### src/tsts_pkg.sv
`default_nettype none

package tsts_pkg;

    // field widths of the request and result transfers
    localparam int REQ_TYPE_W   = 2;
    localparam int INDEX_W      = 8;
    localparam int TICK_FIELD_W = 32;
    localparam int FIRED_IDX_W  = 4;
    localparam int SLOTS_W      = 5;

    // configuration port
    localparam int APB_ADDR_W = 3;
    localparam int APB_DATA_W = 32;
    localparam logic REG_SLOTS_IN_USE = 1'b0;
    localparam logic [SLOTS_W-1:0] SLOTS_RESET = 5'd16;

    typedef enum logic [REQ_TYPE_W-1:0] {
        REQ_START   = 2'd0,
        REQ_CANCEL  = 2'd1,
        REQ_PROCESS = 2'd2,
        REQ_NONE    = 2'd3
    } t_req_e;

    localparam logic STATUS_OK        = 1'b0;
    localparam logic STATUS_BAD_INDEX = 1'b1;

    typedef enum logic {
        ST_IDLE = 1'b0,
        ST_SCAN = 1'b1
    } t_state_e;

    typedef struct packed {
        logic                   status;
        logic                   fired;
        logic [FIRED_IDX_W-1:0] fired_index;
        logic                   last;
    } t_result;

endpackage

`default_nettype wire

### src/tsts_req_if.sv
`default_nettype none

interface tsts_req_if;
    logic                                 valid;
    logic                                 ready;
    logic [tsts_pkg::REQ_TYPE_W-1:0]      req_type;
    logic [tsts_pkg::INDEX_W-1:0]         index;
    logic [tsts_pkg::TICK_FIELD_W-1:0]    now;
    logic [tsts_pkg::TICK_FIELD_W-1:0]    delay;

    modport source (output valid, req_type, index, now, delay, input ready);
    modport sink   (input valid, req_type, index, now, delay, output ready);
endinterface

`default_nettype wire

### src/tsts_res_if.sv
`default_nettype none

interface tsts_res_if;
    logic                               valid;
    logic                               ready;
    logic                               status;
    logic                               fired;
    logic [tsts_pkg::FIRED_IDX_W-1:0]   fired_index;
    logic                               last;

    modport source (output valid, status, fired, fired_index, last, input ready);
    modport sink   (input valid, status, fired, fired_index, last, output ready);
endinterface

`default_nettype wire

### src/timer_slot_table_scan.sv
// Channel   Dir  Payload                              Transfer when
// i_req     in   req_type, index, now, delay          i_req.valid && i_req.ready
// o_res     out  status, fired, fired_index, last     o_res.valid && o_res.ready
// APB cfg   in   slots_in_use at byte 0               psel && penable && pwrite
//
// Start, cancel and the unused code load their result into the output
// register when taken; it is valid there from the next cycle on.
// Process reads one deadline a cycle from the slot memory into a compare
// stage; a stalled output holds the scan only once a second expired slot
// is waiting behind the one already held.
// Requests are taken only in idle with the output register free.
// Reset clears the armed flags and the control state; deadlines are not
// cleared (a deadline counts only once its slot is armed, and arming
// writes it), so no clearing pass is needed.

`default_nettype none

module timer_slot_table_scan #(
    parameter int SLOT_COUNT = 16,
    parameter int TICK_BITS  = 32
) (
    input  wire                                   i_clk,
    input  wire                                   i_rst_n,
    tsts_req_if.sink                              i_req,
    tsts_res_if.source                            o_res,
    input  wire                                   psel,
    input  wire                                   penable,
    input  wire                                   pwrite,
    input  wire  [tsts_pkg::APB_ADDR_W-1:0]       paddr,
    input  wire  [tsts_pkg::APB_DATA_W-1:0]       pwdata,
    output logic [tsts_pkg::APB_DATA_W-1:0]       prdata,
    output logic                                  pready
);

    localparam int SLOT_W = (SLOT_COUNT > 1) ? $clog2(SLOT_COUNT) : 1;
    localparam int CNT_W  = $clog2(SLOT_COUNT + 1);
    localparam logic [tsts_pkg::INDEX_W-1:0] SLOT_COUNT_8 =
        tsts_pkg::INDEX_W'(SLOT_COUNT);

    // ---------------- configuration ----------------
    logic [tsts_pkg::SLOTS_W-1:0] r_slots;
    logic                         cfg_wr;
    logic                         cfg_sel;

    assign pready  = 1'b1;
    assign cfg_sel = (paddr[2] == tsts_pkg::REG_SLOTS_IN_USE);
    assign cfg_wr  = psel && penable && pwrite && pready;
    assign prdata  = cfg_sel ? tsts_pkg::APB_DATA_W'(r_slots) : '0;

    always_ff @(posedge i_clk) begin
        if (!i_rst_n) begin
            r_slots <= tsts_pkg::SLOTS_RESET;
        end else if (cfg_wr && cfg_sel) begin
            r_slots <= pwdata[tsts_pkg::SLOTS_W-1:0];
        end
    end

    // live slot count, saturated to the table size
    logic [tsts_pkg::INDEX_W-1:0] cap8;
    always_comb begin
        if (tsts_pkg::INDEX_W'(r_slots) > SLOT_COUNT_8) begin
            cap8 = SLOT_COUNT_8;
        end else begin
            cap8 = tsts_pkg::INDEX_W'(r_slots);
        end
    end

    // ---------------- state ----------------
    tsts_pkg::t_state_e r_state, n_state;

    logic [SLOT_COUNT-1:0]  r_armed;
    logic [TICK_BITS-1:0]   deadline_mem [SLOT_COUNT];
    logic [TICK_BITS-1:0]   r_rd_data;      // memory read register = compare stage data

    logic [TICK_BITS-1:0]   r_now;
    logic [CNT_W-1:0]       r_scan_idx;     // next slot to read
    logic                   r_cmp_vld;
    logic [SLOT_W-1:0]      r_cmp_idx;
    logic                   r_pend_vld;     // expired slot held until we know if it is last
    logic [SLOT_W-1:0]      r_pend_idx;

    logic                   r_out_vld;
    tsts_pkg::t_result      r_out;

    // ---------------- datapath terms ----------------
    logic                   req_acc;
    logic                   out_free;
    logic                   idx_ok;
    logic [SLOT_W-1:0]      req_slot;
    logic [TICK_BITS-1:0]   req_now;
    logic [TICK_BITS-1:0]   req_deadline;
    logic [TICK_BITS-1:0]   diff;
    logic                   expired;
    logic                   issuing;
    logic                   scan_end;

    assign out_free     = !r_out_vld || o_res.ready;
    assign req_acc      = i_req.valid && i_req.ready;
    assign idx_ok       = (i_req.index < cap8);
    assign req_slot     = i_req.index[SLOT_W-1:0];
    assign req_now      = TICK_BITS'(i_req.now);
    assign req_deadline = req_now + TICK_BITS'(i_req.delay);

    // wrap-safe: expired when now - deadline is not negative
    assign diff     = r_now - r_rd_data;
    assign expired  = r_cmp_vld && r_armed[r_cmp_idx] && !diff[TICK_BITS-1];
    assign issuing  = (r_state == tsts_pkg::ST_SCAN) &&
                      (tsts_pkg::INDEX_W'(r_scan_idx) < cap8);
    assign scan_end = (r_state == tsts_pkg::ST_SCAN) && !issuing && !r_cmp_vld;

    // ---------------- next state ----------------
    always_comb begin
        n_state = r_state;
        case (r_state)
            tsts_pkg::ST_IDLE: begin
                if (req_acc && i_req.req_type == tsts_pkg::REQ_PROCESS) begin
                    n_state = tsts_pkg::ST_SCAN;
                end
            end
            tsts_pkg::ST_SCAN: begin
                if (scan_end && out_free) begin
                    n_state = tsts_pkg::ST_IDLE;
                end
            end
            default: n_state = tsts_pkg::ST_IDLE;
        endcase
    end

    // ---------------- control outputs ----------------
    logic              in_ready;
    logic              stall;
    logic              rd_en;
    logic              mem_we;
    logic              arm_set;
    logic              arm_clr;
    logic [SLOT_W-1:0] arm_idx;
    logic              ld_out;
    tsts_pkg::t_result out_data;

    always_comb begin
        in_ready = 1'b0;
        stall    = 1'b0;
        rd_en    = 1'b0;
        mem_we   = 1'b0;
        arm_set  = 1'b0;
        arm_clr  = 1'b0;
        arm_idx  = req_slot;
        ld_out   = 1'b0;
        out_data = '{status: tsts_pkg::STATUS_OK, fired: 1'b0,
                     fired_index: '0, last: 1'b1};
        case (r_state)
            tsts_pkg::ST_IDLE: begin
                in_ready = out_free;
                if (req_acc) begin
                    case (i_req.req_type)
                        tsts_pkg::REQ_START, tsts_pkg::REQ_CANCEL: begin
                            ld_out = 1'b1;
                            if (!idx_ok) begin
                                out_data.status = tsts_pkg::STATUS_BAD_INDEX;
                            end else if (i_req.req_type == tsts_pkg::REQ_START) begin
                                mem_we  = 1'b1;
                                arm_set = 1'b1;
                            end else begin
                                arm_clr = 1'b1;
                            end
                        end
                        tsts_pkg::REQ_NONE: ld_out = 1'b1;
                        default: ;
                    endcase
                end
            end
            tsts_pkg::ST_SCAN: begin
                // a second expiry needs the output register for the held one
                stall   = expired && r_pend_vld && !out_free;
                rd_en   = issuing && !stall;
                arm_idx = r_cmp_idx;
                arm_clr = expired && !stall;
                if (expired && r_pend_vld && out_free) begin
                    ld_out               = 1'b1;
                    out_data.fired       = 1'b1;
                    out_data.fired_index = tsts_pkg::FIRED_IDX_W'(r_pend_idx);
                    out_data.last        = 1'b0;
                end else if (scan_end && out_free) begin
                    ld_out         = 1'b1;
                    out_data.fired = r_pend_vld;
                    if (r_pend_vld) begin
                        out_data.fired_index = tsts_pkg::FIRED_IDX_W'(r_pend_idx);
                    end
                end
            end
            default: ;
        endcase
    end

    assign i_req.ready       = in_ready;
    assign o_res.valid       = r_out_vld;
    assign o_res.status      = r_out.status;
    assign o_res.fired       = r_out.fired;
    assign o_res.fired_index = r_out.fired_index;
    assign o_res.last        = r_out.last;

    // ---------------- slot memory ----------------
    always_ff @(posedge i_clk) begin
        if (mem_we) begin
            deadline_mem[req_slot] <= req_deadline;
        end
        if (rd_en) begin
            r_rd_data <= deadline_mem[r_scan_idx[SLOT_W-1:0]];
        end
    end

    // ---------------- control registers ----------------
    always_ff @(posedge i_clk) begin
        if (!i_rst_n) begin
            r_state    <= tsts_pkg::ST_IDLE;
            r_armed    <= '0;
            r_cmp_vld  <= 1'b0;
            r_pend_vld <= 1'b0;
            r_out_vld  <= 1'b0;
        end else begin
            r_state <= n_state;
            if (arm_set) begin
                r_armed[arm_idx] <= 1'b1;
            end else if (arm_clr) begin
                r_armed[arm_idx] <= 1'b0;
            end

            if (ld_out) begin
                r_out_vld <= 1'b1;
            end else if (o_res.ready) begin
                r_out_vld <= 1'b0;
            end

            if (r_state == tsts_pkg::ST_IDLE) begin
                r_cmp_vld  <= 1'b0;
                r_pend_vld <= 1'b0;
            end else begin
                if (!stall) begin
                    r_cmp_vld <= issuing;
                end
                if (expired && !stall) begin
                    r_pend_vld <= 1'b1;
                end else if (scan_end && out_free) begin
                    r_pend_vld <= 1'b0;
                end
            end
        end
    end

    // ---------------- payload registers ----------------
    always_ff @(posedge i_clk) begin
        if (ld_out) begin
            r_out <= out_data;
        end
        if (req_acc) begin
            r_now      <= req_now;
            r_scan_idx <= '0;
        end else if (rd_en) begin
            r_scan_idx <= r_scan_idx + CNT_W'(1);
        end
        if (!stall) begin
            r_cmp_idx <= r_scan_idx[SLOT_W-1:0];
        end
        if (expired && !stall) begin
            r_pend_idx <= r_cmp_idx;
        end
    end

    // ---------------- assertions ----------------
    a_idle_pipe_empty: assert property (@(posedge i_clk) disable iff (!i_rst_n)
        (r_state == tsts_pkg::ST_IDLE) |-> (!r_cmp_vld && !r_pend_vld))
        else $error("scan stage busy while idle");

    a_scan_bound: assert property (@(posedge i_clk) disable iff (!i_rst_n)
        (r_state == tsts_pkg::ST_SCAN) |-> (tsts_pkg::INDEX_W'(r_scan_idx) <= cap8))
        else $error("scan ran past the live slots");

    a_expiry_disarms: assert property (@(posedge i_clk) disable iff (!i_rst_n)
        (expired && !stall) |=> !r_armed[$past(r_cmp_idx)])
        else $error("expired slot still armed");

    a_no_accept_in_scan: assert property (@(posedge i_clk) disable iff (!i_rst_n)
        (r_state == tsts_pkg::ST_SCAN) |-> !i_req.ready)
        else $error("request taken during a scan");

endmodule

`default_nettype wire

### src/flat_wrapper.sv
// flat-port wrapper written by rule: the top's interface ports become plain ports
module timer_slot_table_scan_flat 
#(
    parameter int SLOT_COUNT = 16,
    parameter int TICK_BITS  = 32
)
  (i_clk, i_rst_n, psel, penable, pwrite, paddr, pwdata, prdata, pready, i_req_valid, i_req_req_type, i_req_index, i_req_now, i_req_delay, i_req_ready, o_res_valid, o_res_status, o_res_fired, o_res_fired_index, o_res_last, o_res_ready);
  tsts_req_if i_req_i ();
  tsts_res_if o_res_i ();
  input  wire i_clk;
  input  wire i_rst_n;
  input  wire psel;
  input  wire penable;
  input  wire pwrite;
  input  wire  [tsts_pkg::APB_ADDR_W-1:0] paddr;
  input  wire  [tsts_pkg::APB_DATA_W-1:0] pwdata;
  output logic [tsts_pkg::APB_DATA_W-1:0] prdata;
  output logic pready;
  input wire logic [$bits(i_req_i.valid)-1:0] i_req_valid;
  input wire logic [$bits(i_req_i.req_type)-1:0] i_req_req_type;
  input wire logic [$bits(i_req_i.index)-1:0] i_req_index;
  input wire logic [$bits(i_req_i.now)-1:0] i_req_now;
  input wire logic [$bits(i_req_i.delay)-1:0] i_req_delay;
  output wire logic [$bits(i_req_i.ready)-1:0] i_req_ready;
  output wire logic [$bits(o_res_i.valid)-1:0] o_res_valid;
  output wire logic [$bits(o_res_i.status)-1:0] o_res_status;
  output wire logic [$bits(o_res_i.fired)-1:0] o_res_fired;
  output wire logic [$bits(o_res_i.fired_index)-1:0] o_res_fired_index;
  output wire logic [$bits(o_res_i.last)-1:0] o_res_last;
  input wire logic [$bits(o_res_i.ready)-1:0] o_res_ready;
  assign i_req_i.valid = i_req_valid;
  assign i_req_i.req_type = i_req_req_type;
  assign i_req_i.index = i_req_index;
  assign i_req_i.now = i_req_now;
  assign i_req_i.delay = i_req_delay;
  assign i_req_ready = i_req_i.ready;
  assign o_res_valid = o_res_i.valid;
  assign o_res_status = o_res_i.status;
  assign o_res_fired = o_res_i.fired;
  assign o_res_fired_index = o_res_i.fired_index;
  assign o_res_last = o_res_i.last;
  assign o_res_i.ready = o_res_ready;
  timer_slot_table_scan #(.SLOT_COUNT(SLOT_COUNT), .TICK_BITS(TICK_BITS)) u_core (.i_clk(i_clk), .i_rst_n(i_rst_n), .i_req(i_req_i), .o_res(o_res_i), .psel(psel), .penable(penable), .pwrite(pwrite), .paddr(paddr), .pwdata(pwdata), .prdata(prdata), .pready(pready));
endmodule
### config.mk
export PLATFORM = sky130hd
export DESIGN_NAME = timer_slot_table_scan_flat
export DESIGN_NICKNAME = d
export VERILOG_FILES = /design/src/tsts_pkg.sv /design/src/tsts_req_if.sv /design/src/tsts_res_if.sv /design/src/timer_slot_table_scan.sv /design/src/flat_wrapper.sv
export SDC_FILE = /design/constraint.sdc
export NUM_CORES = 1
export LEC_CHECK = 0
export BUFFER_PORTS_ARGS = -buffer_cell sky130_fd_sc_hd__buf_2
export CAP_MARGIN = 25
export CELL_PAD_IN_SITES_DETAIL_PLACEMENT = 1
export CELL_PAD_IN_SITES_GLOBAL_PLACEMENT = 1
export CORE_UTILIZATION = 40
export CTS_BUF_LIST = sky130_fd_sc_hd__clkbuf_16
export CTS_CLUSTER_DIAMETER = 200
export DETAILED_ROUTE_END_ITERATION = 7
export PLACE_DENSITY = 0.73
export SKIP_LAST_GASP = 1
export SYNTH_ARGS = -nofsm -noshare
export SYNTH_HDL_FRONTEND = slang
export SYNTH_SLANG_ARGS = --single-unit
### constraint.sdc
create_clock -name i_clk -period 4.2 [get_ports i_clk]
set_clock_uncertainty 0.15 [all_clocks]
set_input_delay 0.21 -clock i_clk [delete_from_list [all_inputs] [get_ports i_clk]]
set_output_delay 0.21 -clock i_clk [all_outputs]
set_load 0.01 [all_outputs]
======== After elaboration in Yosys (flattened, before gate mapping) ========
Memories as Yosys holds them, arrays and structs flattened. A register that Yosys moved wholly into a read port is not among the register bits.
Index checks and enable logic that the tools add are counted.
word-level totals
  memories kept ........................... 1
  register bits after elaboration ......... 77
  memory bits (writable) .................. 512
  output and inout port bits .............. 42
  input port bits ......................... 116
cells by class
  add/subtract/negate cells ............... 3
  reduce and logical (&&, ||, !) cells .... 34
  multiplexer cells ....................... 41
  bitwise logic cells ..................... 7
  $lt $le $gt $ge ......................... 6
  equal/unequal tests ..................... 3
memory list
  memory               depth  bits a word  rd ports  clocked after memory_dff  wr ports  RTL line                     source
  u_core.deadline_mem  16     32           1         1                         1         timer_slot_table_scan.sv:72  logic [TICK_BITS-1:0] deadline_mem [SLOT_COUNT];
operators with widths
  kind                                                                    number
  32-bit adder                                                            1
  16-bit 2-to-1 mux                                                       2
  32-bit subtractor                                                       1
  1-bit 2-to-1 mux                                                        28
  5-bit 2-to-1 mux                                                        4
  1-bit logical AND                                                       18
  16-bit bitwise AND                                                      1
  16-bit inverter                                                         1
  16-bit OR                                                               1
  4-bit by 5-bit < comparator with 1-bit output (second input constant)   2
  8-bit by 5-bit < comparator with 1-bit output                           1
  4-bit 2-to-1 mux                                                        2
  1-bit logical NOT                                                       7
  1-bit one-hot mux with 2 select lines                                   3
  2-bit nonzero test                                                      3
  3-bit OR reduction                                                      2
  5-bit by 1-bit adder with 5-bit output (second input constant)          1
  5-bit greater-than comparator (second input constant)                   1
  5-bit < comparator                                                      1
  1-bit binary-select mux with 4-bit select                               1
  1-bit demux with 4-bit select                                           1
  2-bit == test (second input constant)                                   2
  4-bit by 1-bit >= comparator with 1-bit output (second input constant)  1
  1-bit inverter                                                          4
  5 further kinds                                                         5

======== Longest topological paths before layout ========
Gate-level depths: netlist of run 1.
  word-level depth ........................ 12
  mapped depth ............................ 12
  gate-level depth less buffers ........... 12

======== Least setup slack after synthesis of run 1 ========
OpenSTA, ideal clock, no wires.
  path kind ............................... register to register
  start ................................... register u_core.r_out_vld (netlist: u_core.o_res.valid)
  end ..................................... memory u_core.deadline_mem[0][0] (enable)
  setup slack ............................. -476 ps
  arrival ................................. 4,105 ps
  setup time .............................. 421 ps
  data required time ...................... 3,629 ps
  stages on the path, launching flop included .. 10
  clock period less this slack ............ 4,676 ps
  cells stage by stage .................... dfxtp_1 -> nor2b_1 -> nor2_1 -> nand2_1 -> inv_1 -> nand2b_1 -> a211oi_2 -> nand2_1 -> or3_1 -> nor2_1
between the ends
  cells in the longest elaborated chain, start to end .. 8
ends and longest elaborated chain
  item                                    RTL line                      source
  start, declared                         timer_slot_table_scan.sv:82   logic r_out_vld;
  start signal, assigned                  timer_slot_table_scan.sv:219  r_out_vld <= 1'b0;
  start signal, assigned                  timer_slot_table_scan.sv:229  r_out_vld <= 1'b1;
  start signal, assigned                  timer_slot_table_scan.sv:231  r_out_vld <= 1'b0;
  1-bit logical NOT                       timer_slot_table_scan.sv:97   assign out_free = !r_out_vld || o_res.ready;
  1-bit logical OR                        timer_slot_table_scan.sv:97
  1-bit 2-to-1 mux                        timer_slot_table_scan.sv:151  case (r_state)
  via i_req_ready                         flat_wrapper.sv:24            output wire logic [$bits(i_req_i.ready)-1:0] i_req_ready;
  1-bit logical AND                       timer_slot_table_scan.sv:98   assign req_acc = i_req.valid && i_req.ready;
  via u_core.req_acc                      timer_slot_table_scan.sv:86   logic req_acc;
  1-bit 2-to-1 mux                        timer_slot_table_scan.sv:154  if (req_acc) begin
  1-bit 2-to-1 mux                        timer_slot_table_scan.sv:151
  1-bit 2-to-1 mux                        timer_slot_table_scan.sv:204  if (mem_we) begin
  1-bit 2-to-1 mux (implied by the code)  timer_slot_table_scan.sv:205  deadline_mem[req_slot] <= req_deadline;
  end, declared                           timer_slot_table_scan.sv:72
The timed path passes the listed nets, and every way through them passes these cells.

======== Worst setup path after layout of run 1 ========
  start ................................... input i_req_now[0]
  end ..................................... memory u_core.deadline_mem[15][24] (data pin)
between the ends
  cells in the longest elaborated chain, start to end .. 1
ends and longest elaborated chain
  item                         RTL line                      source
  start, declared              flat_wrapper.sv:22            input wire logic [$bits(i_req_i.now)-1:0] i_req_now;
  32-bit adder                 timer_slot_table_scan.sv:102  assign req_deadline = req_now + TICK_BITS'(i_req.delay);
  via u_core.req_deadline[24]  timer_slot_table_scan.sv:91   logic [TICK_BITS-1:0] req_deadline;
The timed path passes the listed nets, and every way through them passes these cells.

==> results of run 1 <==
## power groups by stage
stage          Sequential (mW)  Clock (mW)  Combinational (mW)
4_1_cts                   7.11        5.59                1.36
2_1_floorplan             7.22           0               0.900
5_1_grt                   7.11        5.79                1.50
6_report                  7.10        5.48                1.38
3_5_place_dp              7.24           0                1.32
3_3_place_gp              7.24           0                1.26
## synthesized netlist by cell type, types with 3 or more instances
cell type | count | share of area
o21ai_1 | 9 | 0.0017
o31ai_1 | 8 | 0.0023
mux2i_1 | 9 | 0.0034
and3_1 | 7 | 0.0017
mux4_2 | 165 | 0.14
buf_1 | 14 | 0.0020
ha_1 | 70 | 0.033
o21ai_0 | 23 | 0.0044
mux2_2 | 6 | 0.0026
nor2_1 | 67 | 0.0096
nand2b_1 | 13 | 0.0031
nand4_1 | 9 | 0.0022
inv_1 | 57 | 0.0082
buf_4 | 29 | 0.0083
a2bb2oi_1 | 3 | 0.0010
xnor2_1 | 13 | 0.0044
or4_1 | 4 | 0.0011
and2_1 | 7 | 0.0017
clkbuf_1 | 30 | 0.0043
a31oi_1 | 3 | 0.00072
a21oi_1 | 34 | 0.0065
a211oi_1 | 12 | 0.0034
xor2_1 | 5 | 0.0017
nor4_1 | 3 | 0.00072
nor3_1 | 3 | 0.00057
a22oi_1 | 7 | 0.0020
o21bai_1 | 3 | 0.00086
or3_1 | 4 | 0.00096
nor2b_1 | 11 | 0.0026
o21a_1 | 9 | 0.0026
a21o_1 | 28 | 0.0080
a31o_1 | 3 | 0.0010
nand2_1 | 41 | 0.0059
o31a_1 | 3 | 0.0010
edfxtp_1 | 591 | 0.68
dfxtp_1 | 30 | 0.023
a32o_1 | 6 | 0.0023
nand3_1 | 12 | 0.0023
## cell type report
type                       instances  area (um^2)  area share
clock buffer                      71         1777     0.05759
timing repair buffer             218         1767     0.05727
antenna                            1        2.502  0.00008112
inverter                          57        214.0    0.006936
clock inverter                    45        244.0    0.007909
sequential                       621        18360      0.5951
tap                              855         1070     0.03468
multi-input combinational        672         7417      0.2404
## worst paths after layout
check | startpoint | end | slack [ns] | cells past startpoint
min | i_req_delay[25] | u_core.deadline_mem[7][25] | 0.04 | 3
max reg2reg | u_core.r_slots[4] | u_core.deadline_mem[4][9] | 0.49 | 10
max | i_req_now[0] | u_core.deadline_mem[15][24] | 0.19 | 15
min reg2reg | register | register | 0.33 | 2
## cells by family after synthesis
logic type	synth area share
flip-flops	0.7015
AND/OR/NAND/NOR	0.03784
multiplexers	0.1486
AO/OA/AOI/OAI	0.04803
buffers and inverters	0.02344
adder cells (fa/ha/maj)	0.03425
XOR/XNOR	0.006028
other	0.0002871
## timing repair
item,CTS,global route
hold buffers,47,0
hold endpoints to repair,56,0
gates resized for setup,0,2
endpoints found under the setup margin,0,32
## flip-flops by register name, summed over array words and instances, names as in the netlist, named ones only
| name | cells |
|---|---|
| u_core.r_rd_data | 32 |
| u_core.r_cmp_idx | 4 |
| u_core.o_res.fired_index | 4 |
| u_core.r_pend_vld | 1 |
| u_core.o_res.valid | 1 |
| u_core.deadline_mem | 512 |
| u_core.o_res.status | 1 |
| u_core.r_now | 32 |
| u_core.o_res.last | 1 |
| u_core.o_res.fired | 1 |
| u_core.r_pend_idx | 4 |
| u_core.r_slots | 5 |
| u_core.r_scan_idx | 5 |
| u_core.r_state | 1 |
| u_core.r_cmp_vld | 1 |
## routing by layer
layer,GRT usage,share of wire,vias to the layer above
met5,0,0.00056,-
li1,-,-,6127
met3,0.03435,0.060,99
met4,0.06969,0.026,6
met2,0.3318,0.51,489
met1,0.2566,0.41,7416
## worst max-delay path, delay by kind of cell
kind            cells  cell delay [ns]
buf+inv             4             0.87
fa+ha+maj           2             0.59
simple gates        3             0.42
compound gates      6             2.01
## stage by stage
stage	worst slack, ns	instance area (um^2)	hold WS, ns
6_report	0.1869	30850	0.03567
3_5_place_dp	0.1183	28270	0.2593
4_1_cts	0.1548	30770	0.006296
5_1_grt	0.08617	30850	0.06065
2_1_floorplan	-0.4752	26290	0.1589
3_3_place_gp	0.2237	28270	0.2556
## cell usage in the layout, fill, tap and decap left out, types with 4 or more instances in the layout
cell,n
inv_1,67
dlygate4sd3_1,47
o21ai_0,23
a32o_1,6
mux2i_1,9
nor2b_1,11
a22oi_1,7
xnor2_1,13
mux4_2,165
inv_6,4
nor2_1,49
nor2_4,16
and3_1,7
clkinv_1,16
and2_1,7
o31ai_1,8
nand2_1,41
buf_12,21
mux2_2,6
buf_4,50
o21ai_1,9
nand2b_1,13
edfxtp_1,591
a21o_1,28
buf_2,100
or4_1,4
nand4_1,9
clkinv_2,10
dfxtp_1,26
ha_1,70
xor2_1,5
clkbuf_16,71
nand3_1,12
or3_1,4
conb_1,28
a211oi_1,12
a21oi_1,34
o21a_1,9
==> flow_summary.toml, run 1 <==
[floorplan]
std_cell_rows = 93
ioPinCount = 158
die_area_mm2 = 0.06641
core_mm2 = 0.06458
start_util = 0.4050
fp.dieH_um = 257.7
die_x_um = 257.7

[power_and_ir_drop]
power_density_mw_per_mm2 = 452.9
p_sw_frac = 0.2289
power_frac_comb = 0.099
p_switching_mw = 3.198
total_power_mw = 13.97
p_clk_frac = 0.392
seqPwrFrac = 0.508
power.leakage_nw = 10.40
p_int_mw = 10.77
vdd_drop_max_mv = 0.2357

[clock_tree]
htree_num_levels = 3
clkSinkCount = 621
clock_latency_ns = 0.60
cts_tree = "yes"
clk_path_buf_depth = 3
postCtsSetupRepairBufs = 0
cts_buffers = 67
clockRootBuffer = "clkbuf_16"
clk_pin_slew_ns = 0.06

[synth]
ys_seq_area_frac = 0.7015
yosysUniqueCellTypes = 77
postSynthCellCount = 1399
synth_area_per_cell_um2 = 18.70
syn_area_mm2 = 0.02616
yosys_warnings = 0
async_reset_ff_frac = 0
yosys_register_bits = 621
synth-edff-count = 591
yosys_most_used_dff = "edfxtp_1"

[grt]
overflow = 0
grt_max_degree = 133
antenna_found_initial = 5
grt_pass1_wl_um = 96330
grtUsageTotal = 0.1967
grt_pass1_vias = 15200

[setup_path]
slowest_stage = "a211oi_1"
start_kind = "primary input"
worstPathMaxFanout = 16
max_stage_delay_ns = 0.77
cp_common_cell = "o21a_1"
cp.required_ns = 4.30
critical_path_class = "primary input to register"
worstPathCellList = "dlygate4sd3_1, buf_2, ha_1, inv_1, fa_1, nor2b_1, o31ai_1, buf_4, a211oi_1, nor3_4, a21oi_2, o21a_1, o21a_1, nand3_1, o211ai_1"
timing.critical_path.to_type = "register"
arrival_ns = 4.12

[detailed_routing]
first_iter_violations = 1434
vias = 14140
ant_nets = 0
firstDrtPassIters = 5
routed_wl_um = 64520
via_per_inst = 5.566
wl_per_cell_um = 25.40
drc = 0

[layout]
syn2layout_area_growth_pct = 17.94
drive_above_1_share = 0.2791
final_cells = 2540
fillers = 6055
fin_nets = 1824
fin_util = 0.4777

[flow_run]
max_cap_viol_count = 0

[timing]
hold_violations = 0
setup_viol = 0
finalCritPeriodShare = 0.9555
worst_slew_pin_slew_ns = 1.061
relSlewSlack = 0.2901
layout_min_cycle_time_ns = 4.013
finalSetupTns_ns = 0
rsz0062_at_grt = "no"
slew_viol_final = 0
fmax_mhz = 249.2

[worst_hold_path]
min_path_type = "primary input to register"

[status]
status = "finished clean"

[place]
dp_cells = 2366
gp_congestion = 0.7512
place_hpwl_um = 37260
port_buffers = 100
No activity file was read; power rests on OpenSTA's default activity.
==> run 2, diff against run 1 <==
ABC_AREA = 1   (was unset)
PLACE_DENSITY = 0.77   (was 0.73)
==> flow_summary.toml, run 2 <==
[setup_path]
critical_path_class = "register to register"
worstPathCellList = "inv_2, nand2_1, ha_1, o21a_1, o211ai_2, nand2_1, nand2_1, nand2_1, nor3_2, nand2_2, inv_1, nand3_1, nor2_4, buf_12"
cp.required_ns = 4.36
worstPathMaxFanout = 24
timing.critical_path.to_type = "register"
reg2reg_slack_ns = 0.49
max_stage_delay_ns = 0.49
start_kind = "register"
r2r_end = "u_core.deadline_mem[4][17]"
ff2ff_path_depth = 14
slowest_stage = "nor2_4"
reg2reg_from = "u_core.r_slots[4]"
arrival_ns = 3.87
cp_common_cell = "nand2_1"

[worst_hold_path]
min_to = "u_core.deadline_mem[10][9]"
holdPathStages = 3
min_from = "i_req_delay[9]"
min_path_type = "primary input to register"

[synth]
yosys_warnings = 0
yosys_most_used_dff = "edfxtp_1"
yosys-top-cells-area = "edfxtp_1 66%, nor2_1 5.4%, ha_1 3.3%, o21ai_0 3.1%, nand2_1 3.0%"
ys_seq_area_frac = 0.6839
yosys.area_share.adder = 0.03339
ys_top_cells_by_count = "591 x edfxtp_1, 386 x nor2_1, 217 x nand2_1"
synth_top_area_frac = 0.6615
synth_top_family_by_area = "simple AND/OR/NAND/NOR gates"
postSynthCellCount = 2163
async_reset_ff_frac = 0
muxShareOfSynthArea = 0.01940
syn_area_mm2 = 0.02683
synthXorXnorAreaFrac = 0.01045
yosys_register_bits = 621
synth-simple-area-share = 0.1089
synth_area_per_cell_um2 = 12.40
yosysMostFrequentCell = "edfxtp_1"
yosys.area.top_type = "edfxtp_1"
yosysUniqueCellTypes = 58
synth-edff-count = 591
synth_compound_area_frac = 0.1026

[timing]
hold_violations = 0
slew_viol_final = 0
finalCritPeriodShare = 0.8831
fmax_mhz = 269.6
relSlewSlack = 0.3267
rsz0062_at_grt = "no"
worst_slew_pin_slew_ns = 1.010
setup_viol = 0
layout_min_cycle_time_ns = 3.709
finalSetupTns_ns = 0

[layout]
final_cell_mix = "591 x edfxtp_1, 369 x nor2_1, 217 x nand2_1"
syn2layout_area_growth_pct = 15.54
top_register = "u_core.deadline_mem"
largest_reg_flops = 512
diodes = 0
drive_above_1_share = 0.1203
fillers = 6839
fin_nets = 2528
final_cells = 3249
reg.largest.list = "u_core.deadline_mem x512, u_core.r_now x32, u_core.r_rd_data x32"
mostFrequentLayoutCell = "edfxtp_1"

[clock_tree]
clockRootBuffer = "clkbuf_16"
postCtsSetupRepairBufs = 0
cts_buffers = 58
cts_resized = 0
clk_path_buf_depth = 3
cts_tree = "yes"
htree_num_levels = 2
clk_pin_slew_ns = 0.07
clkSinkCount = 621
holdBufCountCts = 54
clock_latency_ns = 0.64

[place]
port_buffers = 100
dp_cells = 3085
gp_congestion = 0.9110
place_hpwl_um = 46200

[detailed_routing]
wl_per_cell_um = 23.89
drc = 15
firstDrtPassIters = 7
via_per_inst = 5.642
routed_wl_um = 77630
ant_nets = 0
first_iter_violations = 1593
vias = 18330

[flow_run]
max_cap_viol_count = 0

[grt]
grtUsageMet2 = 0.4024
grt_pass1_wl_um = 116100
grtUsageTotal = 0.2253
overflow = 0
antenna_found_initial = 0
busiest_layer = "met2"
met3_usage = 0.02846
grt_util_met1 = 0.2862
grt_max_degree = 173
grt_pass1_vias = 19330

[power_and_ir_drop]
power.leakage_nw = 10.88
power_density_mw_per_mm2 = 444.1
vdd_drop_max_mv = 0.3110
total_power_mw = 13.77

[status]
violations = "DRC"
status = "finished, violations left"

[floorplan]
std_cell_rows = 94
core_mm2 = 0.06610
die_area_mm2 = 0.06811
fp.dieH_um = 261.0
die_x_um = 261.0
ioPinCount = 158
start_util = 0.4059
run 2: cell types whose count changed in the layout (fill, tap and decap cells not counted), moves of 52 or more:
| cell | before | now |
|---|---|---|
| nor2_1 | 49 | 369 |
| nand2_1 | 41 | 217 |
| mux4_2 | 165 | 0 |
| o21ai_0 | 23 | 168 |
| nand3_1 | 12 | 90 |
| o32ai_1 | 1 | 76 |
| inv_1 | 67 | 127 |
| o221ai_1 | 0 | 52 |
run 2: cells by family (layout without fill, tap and decap cells):
kind of cell,Yosys count,count (layout)
compound gates,419,419
xor+xnor,32,32
fa+ha+maj,71,71
buf+inv,244,440
flops,621,621
mux,52,52
other cells,2,28
simple gates,722,722
run 2: metal layers:
metal | wire [um] | vias to the layer above | part of all wire
met5 | 0 | - | 0
met4 | 1802 | 0 | 0.023
met3 | 4115 | 133 | 0.053
met2 | 39660 | 579 | 0.51
met1 | 32050 | 9412 | 0.41
li1 | - | 8208 | -
run 2: worst max-delay path, delay by kind of cell, from the launching register on:
family	cells	cell delay (ns)
and+or+nand+nor	8	1.67
adders and majority gates	1	0.31
DFF	1	0.31
buffers and inverters	3	0.61
AOI/OAI and AO/OA	2	0.32
run 2: power breakdown:
| part | total (mW) | switching [mW] | internal [mW] | leakage (nW) |
|---|---|---|---|---|
| clock network | 4.93 | 2.26 | 2.67 | 0.921 |
| registers | 7.17 | 0.0501 | 7.12 | 5.60 |
| logic | 1.67 | 1.17 | 0.505 | 4.36 |
| total | 13.8 | 3.48 | 10.3 | 10.9 |
run 2: how the worst max path moves through the flow:
stage | to | slack [ns] | start
3_5_place_dp | u_core.deadline_mem[5][24] | 0.65 | u_core.r_slots[4]
2_1_floorplan | u_core.deadline_mem[0][0] | 0.63 | u_core.r_slots[4]
6_report | u_core.deadline_mem[4][17] | 0.49 | u_core.r_slots[4]
5_1_grt | u_core.deadline_mem[5][24] | 0.29 | u_core.r_slots[4]
4_1_cts | u_core.deadline_mem[5][24] | 0.63 | u_core.r_slots[4]
3_3_place_gp | u_core.deadline_mem[5][22] | 0.80 | u_core.r_slots[4]
run 2: final cells by class:
class	instances	area, um^2	area share
multi-input cells	1324	7602	0.2453
clock buffers	58	1451	0.04682
clock inverters	46	285.3	0.009203
flip-flops and latches	621	18360	0.5922
repair buffers	223	1787	0.05764
inverters	113	434.2	0.01401
well taps	864	1081	0.03488
run 2: through the flow:
stage	util	setup slack (ns)	hold slack (ns)	area, um^2
4_1_cts	0.4680	0.6263	0.07942	30930
3_3_place_gp	0.4330	0.8033	0.2588	28620
6_report	0.4690	0.4910	0.06261	31000
2_1_floorplan	-	0.6289	0.1589	26920
5_1_grt	0.4690	0.2918	0.05767	31000
3_5_place_dp	0.4335	0.6499	0.2599	28660
==> run 3, diff against run 2 <==
CORE_MARGIN = 4   (was unset)
==> flow_summary.toml, run 3 (synthesis gave the netlist of run 2 again) <==
[place]
place_hpwl_um = 47430
dp_cells = 3086
port_buffers = 100
placed_area_mm2 = 0.02861
post-place-ws_ns = 0.3748
gp_congestion = 0.9002

[detailed_routing]
ant_nets = 0
vias = 18550
wl_per_cell_um = 23.93
first_iter_violations = 1656
firstDrtPassIters = 5
drc = 0
via_per_inst = 5.705
routed_wl_um = 77810

[clock_tree]
cts_buffers = 59
clockRootBuffer = "clkbuf_16"
clock_latency_ns = 0.63
postCtsSetupRepairBufs = 0
clkSinkCount = 621
cts_tree = "yes"
clk_pin_slew_ns = 0.07
holdBufCountCts = 51
htree_num_levels = 2
cts_resized = 0
clk_path_buf_depth = 3

[timing]
fmax_mhz = 274.0
finalHoldWorstSlack_ns = 0.05990
setup_viol = 0
fin_ws_ns = 0.5505
layout_min_cycle_time_ns = 3.649
hold_violations = 0
worst_slew_pin_slew_ns = 1.122
finalSetupTns_ns = 0
rsz0062_at_grt = "no"
finalCritPeriodShare = 0.8689
slew_viol_final = 0
relSlewSlack = 0.2519

[setup_path]
start_kind = "register"
critical_path_class = "register to register"
reg2reg_from = "u_core.r_slots[4]"
worstPathCellList = "inv_2, nand2_1, ha_1, o21a_1, o211ai_2, nand2_1, nand2_1, nand2_1, nor3_2, nand2_2, inv_1, nand3_1, nor2_4, buf_4"
max_stage_delay_ns = 0.47
slowest_stage = "nor2_4"
worstPathMaxFanout = 17
timing.critical_path.to_type = "register"
cp.required_ns = 4.37
crit_path_start = "u_core.r_slots[4]"
cp_common_cell = "nand2_1"
arrival_ns = 3.82

[power_and_ir_drop]
vdd_drop_max_mv = 0.3265
power.leakage_nw = 10.93
power_density_mw_per_mm2 = 464.4
total_power_mw = 14.48

[grt]
grt_pass1_wl_um = 118200
grt_max_degree = 261
grt_pass1_vias = 19900
antenna_found_initial = 2
grtUsageTotal = 0.2140
overflow = 0

[floorplan]
die_x_um = 267.0
std_cell_rows = 94
die_area_mm2 = 0.07128
start_util = 0.4059
fp.dieH_um = 267.0
ioPinCount = 158
core_mm2 = 0.06610

[layout]
fin_util = 0.4719
fin_nets = 2525
final_cell_mix = "591 x edfxtp_1, 369 x nor2_1, 217 x nand2_1"
final_cells = 3252
fillers = 6813
reg.largest.list = "u_core.deadline_mem x512, u_core.r_now x32, u_core.r_rd_data x32"
syn2layout_area_growth_pct = 16.26
stdcell_area_mm2 = 0.03119
drive_above_1_share = 0.1261
top_register = "u_core.deadline_mem"
mostFrequentLayoutCell = "edfxtp_1"
largest_reg_flops = 512

[worst_hold_path]
min_path_type = "primary input to register"
min_from = "i_req_delay[14]"

[status]
status = "finished clean"

[flow_run]
max_cap_viol_count = 0
==> run 3: layout make-up <==
| type | count | area, um^2 | share of cell area |
|---|---|---|---|
| sequential | 621 | 18360 | 0.5885 |
| timing repair buffer | 219 | 1684 | 0.05400 |
| tap | 864 | 1081 | 0.03466 |
| clock inverter | 51 | 558.0 | 0.01789 |
| clock buffer | 59 | 1476 | 0.04734 |
| inverter | 113 | 434.2 | 0.01392 |
| antenna | 1 | 2.502 | 0.00008023 |
| multi-input combinational | 1324 | 7597 | 0.2436 |
==> run 3: worst paths after layout <==
path,to,slack (ns),depth (start not counted)
max,u_core.deadline_mem[15][30],0.55,14
min,u_core.deadline_mem[13][14],0.06,3
max reg2reg,u_core.deadline_mem[15][30],0.55,14
min reg2reg,register,0.34,2
==> run 3: routing by layer <==
layer	track usage	part of all wire
met5	0	0.000090
met4	0.06739	0.028
met3	0.02535	0.060
met2	0.3803	0.51
met1	0.2752	0.40
==> run 3: power by group <==
group	total [mW]	internal, mW	leakage (nW)	switching (mW)
clock network	5.61	3.25	1.03	2.37
logic	1.72	0.500	4.31	1.22
registers	7.15	7.12	5.60	0.0331
==> run 3: worst max-delay path: cells and delay by family (launching register included) <==
family | cells | cell delay, ns
AOI/OAI and AO/OA | 2 | 0.26
buffers and inverters | 3 | 0.73
DFF | 1 | 0.31
and+or+nand+nor | 8 | 1.60
adders and majority gates | 1 | 0.28
